**config.mk**
```make
export PLATFORM = sky130hd
export DESIGN_NAME = ordered_list_delete_engine_unit
export DESIGN_NICKNAME = d
export VERILOG_FILES = /design/src/rtl/core/oldel_pkg.sv /design/src/rtl/core/oldel_dp.sv /design/src/rtl/core/oldel_ctrl.sv /design/src/rtl/core/ordered_list_delete_engine_unit.sv
export SDC_FILE = /design/constraint.sdc
export NUM_CORES = 1
export LEC_CHECK = 0
export BUFFER_PORTS_ARGS = -buffer_cell sky130_fd_sc_hd__buf_2
export CAP_MARGIN = 20
export CORE_ASPECT_RATIO = 2
export CORE_MARGIN = 5
export CORE_UTILIZATION = 25
export CTS_BUF_LIST = sky130_fd_sc_hd__clkbuf_4 sky130_fd_sc_hd__clkbuf_8 sky130_fd_sc_hd__clkbuf_16
export CTS_CLUSTER_SIZE = 30
export DETAILED_ROUTE_END_ITERATION = 16
export PLACE_DENSITY = 0.4
export SYNTH_ARGS = -nofsm -noshare
export SYNTH_HDL_FRONTEND = slang
export SYNTH_SLANG_ARGS = --single-unit
```
**constraint.sdc**
```tcl
create_clock -name i_clk -period 9.53 [get_ports i_clk]
set_clock_uncertainty 0.2 [all_clocks]
set_input_delay 0 -clock i_clk [delete_from_list [all_inputs] [get_ports i_clk]]
set_output_delay 0 -clock i_clk [all_outputs]
set_load 0.05 [all_outputs]
```
**src/rtl/core/oldel_pkg.sv**
```systemverilog
// Package for the ordered list delete engine: command and status codes,
// the controller state type and the command/status structs between the
// controller and the datapath. Depends on nothing.
`default_nettype none

package oldel_pkg;

    localparam int CAPACITY_DEF = 16;
    localparam int DATA_W       = 32;
    localparam int LEN_W        = 5;

    typedef enum logic [2:0] {
        CMD_CLEAR     = 3'd0,
        CMD_APPEND    = 3'd1,
        CMD_DEL_FIRST = 3'd2,
        CMD_DEL_VALUE = 3'd3,
        CMD_DEL_LAST  = 3'd4,
        CMD_DISPLAY   = 3'd5
    } t_cmd;

    typedef enum logic [1:0] {
        ST_OK       = 2'd0,
        ST_EMPTY    = 2'd1,
        ST_NOTFOUND = 2'd2,
        ST_FULL     = 2'd3
    } t_status;

    typedef enum logic [1:0] {
        WALK_NONE,
        WALK_SEARCH,
        WALK_SHIFT,
        WALK_DISP
    } t_walk;

    typedef enum logic [2:0] {
        S_IDLE,
        S_SEARCH,
        S_SHIFT,
        S_DISP,
        S_RESULT
    } t_state;

    typedef struct packed {
        t_walk   mode;
        logic    start_walk;
        logic    start_last;
        logic    match_any;
        logic    clear_cnt;
        logic    append;
        logic    dec_cnt;
        logic    load_res;
        logic    use_val;
        t_status res_status;
    } t_dp_cmd;

    typedef struct packed {
        logic empty;
        logic full;
        logic found;
        logic miss;
        logic shift_done;
        logic disp_last;
        logic out_free;
    } t_dp_sts;

endpackage

`default_nettype wire

```
**src/rtl/core/oldel_dp.sv**
```systemverilog
// Datapath of the ordered list delete engine: entry memory, entry count,
// walk pointer with registered read, and the output register.
// Depends on oldel_pkg.
`default_nettype none

module oldel_dp #(
    parameter int CAPACITY = oldel_pkg::CAPACITY_DEF
) (
    input  logic                                 i_clk,
    input  logic                                 i_rst_n,
    input  oldel_pkg::t_dp_cmd                   i_cmd,
    output oldel_pkg::t_dp_sts                   o_sts,
    input  logic signed [oldel_pkg::DATA_W-1:0]  i_operand_value,
    input  logic                                 i_out_ready,
    output logic                                 o_out_valid,
    output logic signed [oldel_pkg::DATA_W-1:0]  o_result_value,
    output logic [1:0]                           o_status,
    output logic                                 o_last_of_run,
    output logic [oldel_pkg::LEN_W-1:0]          o_list_length
);
    import oldel_pkg::*;

    localparam int CW = $clog2(CAPACITY + 1);
    localparam int AW = (CAPACITY > 1) ? $clog2(CAPACITY) : 1;

    logic [DATA_W-1:0] r_mem [0:CAPACITY-1];
    logic [DATA_W-1:0] r_rdata;

    logic [CW-1:0]     r_count, n_count;
    logic [CW-1:0]     r_ptr, n_ptr;
    logic [CW-1:0]     r_cidx, n_cidx;
    logic              r_rvalid, n_rvalid;
    logic [DATA_W-1:0] r_opv, n_opv;
    logic              r_any, n_any;
    logic [DATA_W-1:0] r_val, n_val;

    logic              r_out_valid, n_out_valid;
    logic [DATA_W-1:0] r_out_value, n_out_value;
    logic [1:0]        r_out_status, n_out_status;
    logic              r_out_last, n_out_last;
    logic [LEN_W-1:0]  r_out_len, n_out_len;

    logic              out_free;
    logic              match;
    logic              ptr_live;
    logic              last_idx;
    logic              rd_issue;
    logic              consume;
    logic              load_disp;
    logic              load_res;
    logic              wr_en;
    logic [AW-1:0]     waddr;
    logic [DATA_W-1:0] wdata;
    logic [CW-1:0]     cidx_inc;
    logic [CW-1:0]     cidx_dec;
    logic [CW+LEN_W-1:0] count_ext;

    always_comb begin
        out_free  = !r_out_valid || i_out_ready;
        match     = r_rvalid && (r_any || (r_rdata == r_opv));
        ptr_live  = r_ptr < r_count;
        cidx_inc  = r_cidx + CW'(1);
        cidx_dec  = r_cidx - CW'(1);
        last_idx  = cidx_inc == r_count;
        count_ext = {{LEN_W{1'b0}}, n_count};

        case (i_cmd.mode)
            WALK_SEARCH: begin
                rd_issue = ptr_live && !match;
                consume  = 1'b1;
            end
            WALK_SHIFT: begin
                rd_issue = ptr_live;
                consume  = 1'b1;
            end
            WALK_DISP: begin
                rd_issue = ptr_live && (!r_rvalid || out_free);
                consume  = out_free;
            end
            default: begin
                rd_issue = 1'b0;
                consume  = 1'b0;
            end
        endcase

        load_disp = (i_cmd.mode == WALK_DISP) && r_rvalid && out_free;
        load_res  = i_cmd.load_res && out_free;

        wr_en = i_cmd.append || ((i_cmd.mode == WALK_SHIFT) && r_rvalid);
        waddr = i_cmd.append ? r_count[AW-1:0] : cidx_dec[AW-1:0];
        wdata = i_cmd.append ? i_operand_value : r_rdata;
    end

    always_comb begin
        n_ptr    = r_ptr;
        n_cidx   = r_cidx;
        n_rvalid = r_rvalid;
        n_opv    = r_opv;
        n_any    = r_any;
        n_val    = r_val;
        n_count  = r_count;

        if (rd_issue) begin
            n_ptr    = r_ptr + CW'(1);
            n_cidx   = r_ptr;
            n_rvalid = 1'b1;
        end else if (consume) begin
            n_rvalid = 1'b0;
        end

        if ((i_cmd.mode == WALK_SEARCH) && match) begin
            n_ptr    = cidx_inc;
            n_rvalid = 1'b0;
            n_val    = r_rdata;
        end

        if (i_cmd.start_walk) begin
            n_ptr    = i_cmd.start_last ? (r_count - CW'(1)) : '0;
            n_rvalid = 1'b0;
            n_opv    = i_operand_value;
            n_any    = i_cmd.match_any;
        end

        if (i_cmd.clear_cnt) begin
            n_count = '0;
        end else if (i_cmd.append) begin
            n_count = r_count + CW'(1);
        end else if (i_cmd.dec_cnt) begin
            n_count = r_count - CW'(1);
        end
    end

    always_comb begin
        n_out_valid  = r_out_valid;
        n_out_value  = r_out_value;
        n_out_status = r_out_status;
        n_out_last   = r_out_last;
        n_out_len    = r_out_len;

        if (i_out_ready) begin
            n_out_valid = 1'b0;
        end

        if (load_disp) begin
            n_out_valid  = 1'b1;
            n_out_value  = r_rdata;
            n_out_status = ST_OK;
            n_out_last   = last_idx;
            n_out_len    = count_ext[LEN_W-1:0];
        end else if (load_res) begin
            n_out_valid  = 1'b1;
            n_out_value  = i_cmd.use_val ? r_val : '0;
            n_out_status = i_cmd.res_status;
            n_out_last   = 1'b1;
            n_out_len    = count_ext[LEN_W-1:0];
        end
    end

    always_comb begin
        o_sts.empty      = r_count == '0;
        o_sts.full       = r_count == CW'(CAPACITY);
        o_sts.found      = (i_cmd.mode == WALK_SEARCH) && match;
        o_sts.miss       = (i_cmd.mode == WALK_SEARCH) && r_rvalid && !match && last_idx;
        o_sts.shift_done = (i_cmd.mode == WALK_SHIFT) && !ptr_live && !r_rvalid;
        o_sts.disp_last  = load_disp && last_idx;
        o_sts.out_free   = out_free;
    end

    always_ff @(posedge i_clk) begin
        if (wr_en) begin
            r_mem[waddr] <= wdata;
        end
        if (rd_issue) begin
            r_rdata <= r_mem[r_ptr[AW-1:0]];
        end
    end

    always_ff @(posedge i_clk) begin
        if (!i_rst_n) begin
            r_count     <= '0;
            r_ptr       <= '0;
            r_rvalid    <= 1'b0;
            r_out_valid <= 1'b0;
        end else begin
            r_count     <= n_count;
            r_ptr       <= n_ptr;
            r_rvalid    <= n_rvalid;
            r_out_valid <= n_out_valid;
        end
    end

    always_ff @(posedge i_clk) begin
        r_cidx       <= n_cidx;
        r_opv        <= n_opv;
        r_any        <= n_any;
        r_val        <= n_val;
        r_out_value  <= n_out_value;
        r_out_status <= n_out_status;
        r_out_last   <= n_out_last;
        r_out_len    <= n_out_len;
    end

    assign o_out_valid    = r_out_valid;
    assign o_result_value = r_out_value;
    assign o_status       = r_out_status;
    assign o_last_of_run  = r_out_last;
    assign o_list_length  = r_out_len;

    a_count_bound: assert property (@(posedge i_clk) disable iff (!i_rst_n)
        r_count <= CW'(CAPACITY))
        else $error("Entry count above capacity.");

    a_append_room: assert property (@(posedge i_clk) disable iff (!i_rst_n)
        i_cmd.append |-> (r_count < CW'(CAPACITY)))
        else $error("Append issued on a full list.");

    a_dec_nonempty: assert property (@(posedge i_clk) disable iff (!i_rst_n)
        i_cmd.dec_cnt |-> (r_count != '0))
        else $error("Entry count decremented below zero.");

    a_shift_addr: assert property (@(posedge i_clk) disable iff (!i_rst_n)
        ((i_cmd.mode == WALK_SHIFT) && r_rvalid) |-> (r_cidx != '0))
        else $error("Gap closing wrote below the first entry.");

endmodule

`default_nettype wire

```
**src/rtl/core/oldel_ctrl.sv**
```systemverilog
// Controller state machine of the ordered list delete engine: decodes the
// command of each item and sequences the datapath walks and the result.
// Depends on oldel_pkg.
`default_nettype none

module oldel_ctrl (
    input  logic               i_clk,
    input  logic               i_rst_n,
    input  logic               i_in_valid,
    output logic               o_in_ready,
    input  logic [2:0]         i_command,
    input  oldel_pkg::t_dp_sts i_sts,
    output oldel_pkg::t_dp_cmd o_cmd
);
    import oldel_pkg::*;

    t_state  r_state, n_state;
    t_status r_res_status, n_res_status;
    logic    r_use_val, n_use_val;
    logic    accept;

    assign accept = i_in_valid && (r_state == S_IDLE);

    always_comb begin
        n_state      = r_state;
        n_res_status = r_res_status;
        n_use_val    = r_use_val;
        case (r_state)
            S_IDLE: begin
                if (accept) begin
                    n_use_val = 1'b0;
                    case (t_cmd'(i_command))
                        CMD_CLEAR: begin
                            n_res_status = ST_OK;
                            n_state      = S_RESULT;
                        end
                        CMD_APPEND: begin
                            n_res_status = i_sts.full ? ST_FULL : ST_OK;
                            n_state      = S_RESULT;
                        end
                        CMD_DEL_FIRST, CMD_DEL_VALUE, CMD_DEL_LAST: begin
                            if (i_sts.empty) begin
                                n_res_status = ST_EMPTY;
                                n_state      = S_RESULT;
                            end else begin
                                n_state = S_SEARCH;
                            end
                        end
                        CMD_DISPLAY: begin
                            if (i_sts.empty) begin
                                n_res_status = ST_EMPTY;
                                n_state      = S_RESULT;
                            end else begin
                                n_state = S_DISP;
                            end
                        end
                        default: begin
                            n_state = S_IDLE;
                        end
                    endcase
                end
            end
            S_SEARCH: begin
                if (i_sts.found) begin
                    n_res_status = ST_OK;
                    n_use_val    = 1'b1;
                    n_state      = S_SHIFT;
                end else if (i_sts.miss) begin
                    n_res_status = ST_NOTFOUND;
                    n_use_val    = 1'b0;
                    n_state      = S_RESULT;
                end
            end
            S_SHIFT: begin
                if (i_sts.shift_done) begin
                    n_state = S_RESULT;
                end
            end
            S_DISP: begin
                if (i_sts.disp_last) begin
                    n_state = S_IDLE;
                end
            end
            S_RESULT: begin
                if (i_sts.out_free) begin
                    n_state = S_IDLE;
                end
            end
            default: begin
                n_state = S_IDLE;
            end
        endcase
    end

    always_comb begin
        o_cmd      = '0;
        o_in_ready = r_state == S_IDLE;
        case (r_state)
            S_IDLE: begin
                if (accept) begin
                    case (t_cmd'(i_command))
                        CMD_CLEAR: begin
                            o_cmd.clear_cnt = 1'b1;
                        end
                        CMD_APPEND: begin
                            o_cmd.append = !i_sts.full;
                        end
                        CMD_DEL_FIRST: begin
                            o_cmd.start_walk = 1'b1;
                            o_cmd.match_any  = 1'b1;
                        end
                        CMD_DEL_VALUE: begin
                            o_cmd.start_walk = 1'b1;
                        end
                        CMD_DEL_LAST: begin
                            o_cmd.start_walk = 1'b1;
                            o_cmd.start_last = 1'b1;
                            o_cmd.match_any  = 1'b1;
                        end
                        CMD_DISPLAY: begin
                            o_cmd.start_walk = 1'b1;
                        end
                        default: begin
                            o_cmd = '0;
                        end
                    endcase
                end
            end
            S_SEARCH: begin
                o_cmd.mode = WALK_SEARCH;
            end
            S_SHIFT: begin
                o_cmd.mode    = WALK_SHIFT;
                o_cmd.dec_cnt = i_sts.shift_done;
            end
            S_DISP: begin
                o_cmd.mode = WALK_DISP;
            end
            S_RESULT: begin
                o_cmd.load_res   = 1'b1;
                o_cmd.use_val    = r_use_val;
                o_cmd.res_status = r_res_status;
            end
            default: begin
                o_cmd = '0;
            end
        endcase
    end

    always_ff @(posedge i_clk) begin
        if (!i_rst_n) begin
            r_state <= S_IDLE;
        end else begin
            r_state <= n_state;
        end
    end

    always_ff @(posedge i_clk) begin
        r_res_status <= n_res_status;
        r_use_val    <= n_use_val;
    end

endmodule

`default_nettype wire

```
**src/rtl/core/ordered_list_delete_engine_unit.sv**
```systemverilog
// Ordered list delete engine: top level joining the controller and datapath; depends on
// oldel_pkg, oldel_ctrl and oldel_dp. Clear and append go straight to the result load; the
// deletes search the list (delete last starts at its last entry) and, on a hit, close the
// gap before the result is loaded; display loads one item per cycle while the output is
// free. The input is ready again the cycle after the final result is loaded, and output
// stalls delay it. Reset is synchronous and empties the list.
`default_nettype none

module ordered_list_delete_engine_unit #(
    parameter int CAPACITY = oldel_pkg::CAPACITY_DEF
) (
    input  logic                                 i_clk,
    input  logic                                 i_rst_n,
    input  logic                                 i_in_valid,
    output logic                                 o_in_ready,
    input  logic [2:0]                           i_command,
    input  logic signed [oldel_pkg::DATA_W-1:0]  i_operand_value,
    output logic                                 o_out_valid,
    input  logic                                 i_out_ready,
    output logic signed [oldel_pkg::DATA_W-1:0]  o_result_value,
    output logic [1:0]                           o_status,
    output logic                                 o_last_of_run,
    output logic [oldel_pkg::LEN_W-1:0]          o_list_length
);
    import oldel_pkg::*;

    t_dp_cmd dp_cmd;
    t_dp_sts dp_sts;

    oldel_ctrl u_ctrl (
        .i_clk      (i_clk),
        .i_rst_n    (i_rst_n),
        .i_in_valid (i_in_valid),
        .o_in_ready (o_in_ready),
        .i_command  (i_command),
        .i_sts      (dp_sts),
        .o_cmd      (dp_cmd)
    );

    oldel_dp #(
        .CAPACITY (CAPACITY)
    ) u_dp (
        .i_clk           (i_clk),
        .i_rst_n         (i_rst_n),
        .i_cmd           (dp_cmd),
        .o_sts           (dp_sts),
        .i_operand_value (i_operand_value),
        .i_out_ready     (i_out_ready),
        .o_out_valid     (o_out_valid),
        .o_result_value  (o_result_value),
        .o_status        (o_status),
        .o_last_of_run   (o_last_of_run),
        .o_list_length   (o_list_length)
    );

endmodule

`default_nettype wire

```
==> out/metrics.yaml, run 1 <==
clock_network:
  cts_tree: "done"
  path_clk_slew_ns: 0.07
  clk_latency_ns: 0.66
  numCtsBuffers: 59
  htreeDepth: 2
  cts_buffer_depth: 3
  clkSinkCount: 672
  root_buffer: "clkbuf_16"
yosys:
  async_reset_ff_share_pct: 0
  synth_top_area_cell: "edfxtp_1"
  ys_top_cells_by_area: "edfxtp_1 (74%), mux4_2 (14%), nand2_1 (1.8%)"
  ys_ff_latch: 672
  synth_cells: 1320
  synthFlopType: "edfxtp_1"
  avgSynthCellArea_um2: 20.1
  syn-cell-area_mm2: 0.0265
  synth_edf_count: 655
  synth_top_area_share_pct: 74.3
  syn_nets: 1372
  yosysWarningCount: 0
  ys_types: 60
  synth_seq_area_share_pct: 75.6
floorplanning:
  die_x_um: 240
  num_rows: 169
  die_h_um: 470
  core_mm2: 0.106
  start_util_pct: 25.0
  fp.dieArea_mm2: 0.113
  pin_count: 81
worst_hold_path:
  min_to: "u_dp.r_ptr[2]$_SDFFE_PN0P_"
  hold_depth: 4
  worstHoldStart: "i_rst_n"
  min_path_type: "in -> reg"
placed_design:
  portBuffers: 80
  place_hpwl_um: 43900
  dp_cells: 2729
  place_congestion: 0.770
pwr:
  swShare_pct: 27.4
  vdd_drop_max_mv: 0.135
  p_leak_uw: 0.00980
  p_per_area_mw_per_mm2: 232
  seqPwrFrac_pct: 47.8
  p_comb_share_pct: 17.8
  clkPwrFrac_pct: 34.5
  p_sw_uw: 2000
  internal_power_uw: 5300
detailed_routing:
  vias_per_cell: 4.53
  wire_per_inst_um: 25.5
  antenna_left: 0
  wirelength_um: 74400
  route.vias.total: 13200
  drc: 0
  first_pass_iters: 5
  drtIter0Drc: 776
setup_path:
  cp_cell_sequence: "inv_1 -> ha_1 -> nor3b_1 -> nand2_1 -> nand4_4 -> o21ai_0 -> nand2_1 -> nor2_4 -> buf_4"
  crit_path_end_kind: "register"
  cpMaxStageDelayCell: "nand4_4"
  crit_required_ns: 9.62
  crit_path_start_kind: "register"
  critPathLaunch: "u_dp.r_count[0]$_SDFF_PN0_"
  r2r-start: "u_dp.r_count[0]$_SDFF_PN0_"
  path_max_fanout: 46
  critPathMaxStageDelay_ns: 0.82
  reg2reg_to: "u_dp.r_mem[5][21]$_DFFE_PP_"
  path_class: "reg -> reg"
  worstPathArrival_ns: 4.78
  reg2reg_depth: 9
  reg2reg_slack_ns: 4.84
  crit_top_cell: "nand2_1"
layout:
  drive_gt1_share_pct: 26.3
  stdcell_count: 2914
  final_cell_mix: "edfxtp_1 (655), mux4_2 (160), nand2_1 (124)"
  fin_nets: 1550
  area_growth_pct: 18.7
  final_common_cell: "edfxtp_1"
sta:
  slew_headroom_pct: 29.2
  period_minus_slack_ns: 4.69
  tightest_slew_ns: 1.06
  rsz0062_at_grt: "no"
  slew_violations: 0
  hold_viol_final: 0
  setup_viol: 0
  fmax_mhz: 213
  period_share_pct: 49.2
  setup_tns_ns: 0
status:
  status: "finished, final reports clean"
global_route:
  grt_max_degree: 62
  grt_use_total_pct: 13.0
  grt_pass1_wl_um: 107000
  grt_antenna_before_repair: 7
  grt_pass1_vias: 14300
  gr-total-overflow: 0
run:
  cap_violations: 0
## what timing repair did
item / CTS / global route
resized for setup: 0 / 0
setup buffers: 0 / 0
hold buffers: 76 / 0
hold endpoints to repair: 524 / 0
## per-layer routing
layer  wire length [um]  GRT usage [%]  up-vias
met2              40400           24.1      286
li1                   -              -     5719
met4               2040           3.85        2
met5                 11              0        -
met1              29200           15.5     7087
met3               2840           1.95       97
## power by group through the flow
stage          registers (uW)  clock network [uW]  logic [uW]
3_5_place_dp             3560                   0        1310
3_3_place_gp             3560                   0        1300
5_1_grt                  3500                2710        1390
4_1_cts                  3490                2610        1350
2_1_floorplan            3700                   0         736
6_report                 3490                2520        1300
## through the flow
step | power (uW) | hold slack, ns | utilization, % | cell area (um^2) | worst slack, ns
floorplan | 4440 | -0.101 | - | 26500 | 4.79
CTS | 7450 | 0.0897 | 29.7 | 31400 | 4.77
global placement | 4860 | -0.00137 | 27.1 | 28700 | 4.83
global route | 7610 | 0.146 | 29.7 | 31400 | 4.51
finish | 7300 | 0.137 | 29.7 | 31400 | 4.84
detailed placement | 4870 | -0.00121 | 27.1 | 28700 | 4.80
## sequential cells by signal (all words and copies together) (netlist names)
signal and count:
u_dp.o_out_valid 1, u_dp.o_last_of_run 1, u_dp.r_ptr 5, u_dp.o_status 2, u_dp.r_opv 32, u_dp.r_mem 512, u_dp.r_cidx 5, u_dp.r_any 1
u_ctrl.r_use_val 1, u_dp.o_list_length 5, u_dp.r_val 32, u_dp.r_count 5, u_ctrl.r_state 3, u_ctrl.r_res_status 2, u_dp.r_rvalid 1, u_dp.o_result_value 32
u_dp.r_rdata 32
## worst max-delay path, delay by kind of cell, from the launching register on
family	cells	cell delay (ns)
compound gates	1	0.60
fa+ha+maj	1	0.27
buf+inv	2	0.67
flops	1	0.51
simple gates	5	2.03
## Yosys cell counts, drive strengths merged, types with 12 or more instances
cell type / instances
edfxtp: 655
mux4: 160
nand2: 126
clkbuf: 44
xnor2: 44
nor2: 37
a22o: 32
buf: 24
dfxtp: 17
a21oi: 15
ha: 13
nand4: 13
a31oi: 12
inv: 12
nand3: 12
o21ai: 12
## cells by family (layout without fill, tap and decap cells)
logic type	after synthesis	after routing	share of synthesized area (%)
flip-flops	672	672	75.6
AO/OA/AOI/OAI	102	102	2.80
XOR/XNOR	54	54	1.84
multiplexers	163	163	13.7
other	0	2	0
adder cells (fa/ha/maj)	13	13	0.615
buffers and inverters	80	304	1.27
AND/OR/NAND/NOR	236	236	4.13
## area by class of cell
class / count / area, um^2
Antenna cell: 2 / 5.00
Clock buffer: 73 / 1580
Clock inverter: 34 / 414
Fill cell: 10400 / 74300
Inverter: 12 / 45.0
Multi-Input combinational cell: 568 / 6260
Sequential cell: 672 / 20000
Tap cell: 1368 / 1710
Timing Repair Buffer: 185 / 1380
## how the worst max path moves through the flow
stage / depth (start not counted) / endpoint
6_report: 9 / u_dp.r_mem[5][21]$_DFFE_PP_
5_1_grt: 9 / u_dp.r_mem[5][26]$_DFFE_PP_
4_1_cts: 9 / u_dp.r_mem[4][27]$_DFFE_PP_
3_5_place_dp: 9 / u_dp.r_mem[5][27]$_DFFE_PP_
3_3_place_gp: 9 / u_dp.r_mem[5][22]$_DFFE_PP_
2_1_floorplan: 8 / u_dp.r_mem[5][0]$_DFFE_PP_
Note: power is estimated with default switching activity, not from simulation.
==> run 2, diff against run 1 <==
- clock period: 9.53 -> 4.5 ns (I/O delays scaled with it)
==> out/metrics.yaml, run 2 (synthesis results as in run 1) <==
sta:
  rsz0062_at_grt: "no"
  setup_tns_ns: 0
  period_share_pct: 92.7
  slew_violations: 0
  period_minus_slack_ns: 4.17
  hold_viol_final: 0
  tightest_slew_ns: 1.06
  fmax_mhz: 240
  slew_headroom_pct: 29.0
  setup_viol: 0
setup_path:
  crit_required_ns: 4.88
  path_buf_inv: 1
  critPathMaxStageDelay_ns: 0.66
  crit_path_start_kind: "register"
  worstPathArrival_ns: 4.55
  cpMaxStageDelayCell: "o31a_2"
  cp_cell_sequence: "xnor2_1 -> nand4_1 -> nor4_4 -> a2111oi_1 -> o31a_2 -> or3_4 -> a31oi_1 -> dlygate4sd3_1"
  path_class: "reg -> reg"
  reg2reg_depth: 8
  path_delay_family: "simple AND/OR/NAND/NOR gates"
  crit_path_end_kind: "register"
  path_max_fanout: 32
  critical_path_depth: 8
clock_network:
  cts_tree: "done"
  clkSinkCount: 672
  numCtsBuffers: 58
  path_clk_slew_ns: 0.07
  cts_buffer_depth: 3
  root_buffer: "clkbuf_16"
  clk_latency_ns: 0.65
  post_cts_resized: 0
  htreeDepth: 2
placed_design:
  place_hpwl_um: 48700
  place_congestion: 0.818
  portBuffers: 80
  postPlaceCellArea_mm2: 0.0289
pwr:
  total_power_uw: 15600
  p_leak_uw: 0.00985
  vdd_drop_max_mv: 0.317
  p_per_area_mw_per_mm2: 492
layout:
  multi_input_area_mm2: 0.00626
  drive_gt1_share_pct: 26.9
  area_growth_pct: 19.5
  final_common_cell: "edfxtp_1"
  num-fill-cells: 10400
  top_register: "u_dp.r_mem"
  largest_register_ffs: 512
  final_area_mm2: 0.0316
  seq_area_mm2: 0.0200
  fin_nets: 1558
  final_cell_mix: "edfxtp_1 (655), mux4_2 (160), nand2_1 (124)"
detailed_routing:
  first_pass_iters: 7
  antenna_left: 0
  drtIter0Drc: 929
  drc: 0
  route.vias.total: 13300
  wire_per_inst_um: 26.7
  vias_per_cell: 4.54
  wirelength_um: 78100
status:
  status: "finished, final reports clean"
global_route:
  gr-max-usage-layer: "met2"
  grt_max_degree: 56
  gr-usage-met3_pct: 1.74
  grt_use_total_pct: 13.7
  grt_pass1_vias: 14200
  gr-total-overflow: 0
  grt_antenna_before_repair: 6
  grtUsageMet2_pct: 25.5
  use_met1_pct: 16.3
  grt_pass1_wl_um: 111000
worst_hold_path:
  min_path_type: "in -> reg"
  hold_depth: 4
floorplanning:
  core_mm2: 0.106
  pin_count: 81
  die_x_um: 240
  fp.dieArea_mm2: 0.113
  die_h_um: 470
  num_rows: 169
  start_util_pct: 25.0
run:
  cap_violations: 0
## run 2: final timing paths
path / startpoint / to / slack, ns
min: i_rst_n / u_dp.r_ptr[0]$_SDFFE_PN0P_ / 0.15
max reg2reg: u_dp.r_rdata[18]$_DFFE_PP_ / u_dp.r_ptr[1]$_SDFFE_PN0P_ / 0.33
min reg2reg: u_dp.o_status[0]$_SDFFE_PP0P_ / u_dp.o_status[0]$_SDFFE_PP0P_ / 0.26
max: u_dp.r_rdata[18]$_DFFE_PP_ / u_dp.r_ptr[1]$_SDFFE_PN0P_ / 0.33
## run 2: worst register-to-register path: stages (launching register included)
cell and delay, ns:
edfxtp_1 0.46, xnor2_1 0.50, nand4_1 0.39, nor4_4 0.54, a2111oi_1 0.14, o31a_2 0.66, or3_4 0.55, a31oi_1 0.12
dlygate4sd3_1 0.55
## run 2: area by class of cell
cell class                 count  area share (%)
tap                         1368            5.41
timing repair buffer         194            5.08
inverter                      12           0.142
sequential                   672            63.3
clock inverter                41            1.41
antenna                        2          0.0158
clock buffer                  66            4.83
multi-input combinational    568            19.8
## run 2: routing by layer
layer	up-vias	share of wire, %
met2	287	55
met3	95	3.6
met1	7131	38
met4	2	2.9
li1	5742	-
met5	-	0.017
## run 2: report_power, final
part / switching (uW) / internal (uW) / total, uW
combinational: 1790 / 1060 / 2850
sequential: 182 / 7220 / 7400
clock: 2390 / 2920 / 5310
total: 4360 / 11200 / 15600
## run 2: metrics by stage
| step | hold WS [ns] | setup WS (ns) | cells | utilization [%] |
|---|---|---|---|---|
| 6_report | 0.152 | 0.331 | 2923 | 29.9 |
| 5_1_grt | 0.148 | 0.153 | 2922 | 29.9 |
| 4_1_cts | 0.110 | 0.157 | 2921 | 29.9 |
| 3_5_place_dp | -0.000768 | 0.662 | 2739 | 27.3 |
| 3_3_place_gp | -0.000757 | 0.622 | 2739 | 27.3 |
| 2_1_floorplan | -0.101 | -0.238 | 1320 | - |
## run 2: timing repair
action,in CTS,in global routing
buffers inserted,0,0
hold buffers,75,0
hold endpoints to repair,444,0
==> run 3, diff against run 2 <==
- CTS_BUF_LIST: sky130_fd_sc_hd__clkbuf_4 sky130_fd_sc_hd__clkbuf_8 sky130_fd_sc_hd__clkbuf_16 -> sky130_fd_sc_hd__clkbuf_8 sky130_fd_sc_hd__clkbuf_16
==> out/metrics.yaml, run 3 (synthesis results as in run 1) <==
sta:
  rsz0062_at_grt: "no"
  fin_hold_ws_ns: 0.152
  setup_tns_ns: 0
  period_minus_slack_ns: 4.18
  period_share_pct: 93.0
  tightest_slew_ns: 1.08
  slew_headroom_pct: 27.8
  fmax_mhz: 239
  hold_viol_final: 0
  slew_violations: 0
  setup_viol: 0
detailed_routing:
  route.vias.total: 13300
  first_pass_iters: 5
  wire_per_inst_um: 26.8
  wirelength_um: 78200
  drtIter0Drc: 995
  antenna_left: 0
  vias_per_cell: 4.56
  drc: 0
pwr:
  swShare_pct: 28.1
  p_sw_uw: 4360
  clkPwrFrac_pct: 33.9
  p_comb_share_pct: 18.4
  internal_power_uw: 11100
  p_per_area_mw_per_mm2: 490
  seqPwrFrac_pct: 47.7
  vdd_drop_max_mv: 0.316
  p_leak_uw: 0.00986
status:
  status: "finished, final reports clean"
floorplanning:
  die_h_um: 470
  die_x_um: 240
  fp.dieArea_mm2: 0.113
  num_rows: 169
  start_util_pct: 25.0
  pin_count: 81
  core_mm2: 0.106
layout:
  post-route-util_pct: 29.9
  largest_register_ffs: 512
  area_growth_pct: 19.4
  num-fill-cells: 10400
  drive_gt1_share_pct: 26.4
  final_cell_mix: "edfxtp_1 (655), mux4_2 (160), nand2_1 (124)"
  stdcell_count: 2922
  fin_nets: 1558
  final_common_cell: "edfxtp_1"
  top_register: "u_dp.r_mem"
setup_path:
  cp_cell_sequence: "xnor2_1 -> nand4_1 -> nor4_4 -> a2111oi_1 -> o31a_2 -> or3_4 -> a31oi_1 -> dlygate4sd3_1"
  crit_path_end_kind: "register"
  critPathMaxStageDelay_ns: 0.67
  path_buf_inv: 1
  path_class: "reg -> reg"
  crit_required_ns: 4.88
  path_max_fanout: 32
  worstPathArrival_ns: 4.56
  crit_path_start_kind: "register"
  path_delay_family: "simple AND/OR/NAND/NOR gates"
  cpMaxStageDelayCell: "o31a_2"
placed_design:
  place_hpwl_um: 48700
  dp_cells: 2739
  place_congestion: 0.818
  portBuffers: 80
global_route:
  gr-total-overflow: 0
  grt_use_total_pct: 13.7
  grt_max_degree: 56
  grt_pass1_vias: 14200
  grt_antenna_before_repair: 6
  grt_pass1_wl_um: 111000
clock_network:
  cts_buffer_depth: 3
  post_cts_resized: 0
  cts_tree: "done"
  clkSinkCount: 672
  path_clk_slew_ns: 0.07
  clk_latency_ns: 0.65
  numCtsBuffers: 58
  htreeDepth: 2
  root_buffer: "clkbuf_16"
worst_hold_path:
  min_path_type: "in -> reg"
run:
  cap_violations: 0
-- run 3: cell count changes in the layout (fill, tap and decap cells not counted) --
cell,delta
diode_2,-1
clkbuf_4,-7
inv_1,+7
-- run 3: power groups by stage --
stage / Sequential (uW) / Combinational (uW) / Clock (uW)
after floorplan: 7840 / 1560 / 0
after global placement: 7550 / 2890 / 0
after detailed placement: 7550 / 2890 / 0
after CTS: 7410 / 2960 / 5440
after global routing: 7430 / 3040 / 5650
final: 7400 / 2850 / 5250
-- run 3: per-layer routing --
layer / track usage, % / share of wire [%] / up-vias
met5: 0 / 0.027 / -
met4: 4.23 / 2.9 / 4
met3: 1.74 / 3.6 / 98
met2: 25.5 / 55 / 325
met1: 16.3 / 39 / 7149
li1: - / - / 5740
-- run 3: layout make-up --
class	count	area, um^2	area share, %
sequential	672	20000	63.4
timing repair buffer	194	1610	5.08
clock inverter	48	473	1.50
inverter	12	45.0	0.143
clock buffer	59	1480	4.67
antenna	1	2.50	0.00792
tap	1368	1710	5.42
multi-input combinational	568	6260	19.8
-- run 3: worst paths after layout --
kind / start / endpoint / slack (ns) / cells after the start
setup / recovery: u_dp.r_rdata[18]$_DFFE_PP_ / u_dp.r_ptr[1]$_SDFFE_PN0P_ / 0.32 / 8
hold / removal: i_rst_n / u_dp.r_ptr[0]$_SDFFE_PN0P_ / 0.15 / 4
setup reg to reg: u_dp.r_rdata[18]$_DFFE_PP_ / u_dp.r_ptr[1]$_SDFFE_PN0P_ / 0.32 / 8
hold reg to reg: u_dp.o_status[0]$_SDFFE_PP0P_ / u_dp.o_status[0]$_SDFFE_PP0P_ / 0.26 / 2
-- run 3: tightest hold or removal path: stages --
cell	delay, ns
dlygate4sd3_1	0.53
buf_2	0.25
o41ai_1	0.11
a21oi_1	0.04
-- run 3: stage by stage --
stage               worst slack, ns  cell area [um^2]  total power (uW)
floorplan                    -0.238             26500              9400
global placement              0.622             28900             10400
detailed placement            0.662             28900             10400
CTS                           0.157             31600             15800
global route                  0.152             31600             16100
finish                        0.315             31600             15500
-- run 3: repair_timing --
action	in CTS	in global routing
hold endpoints to repair	444	0
hold buffers	75	0
setup buffers	0	0
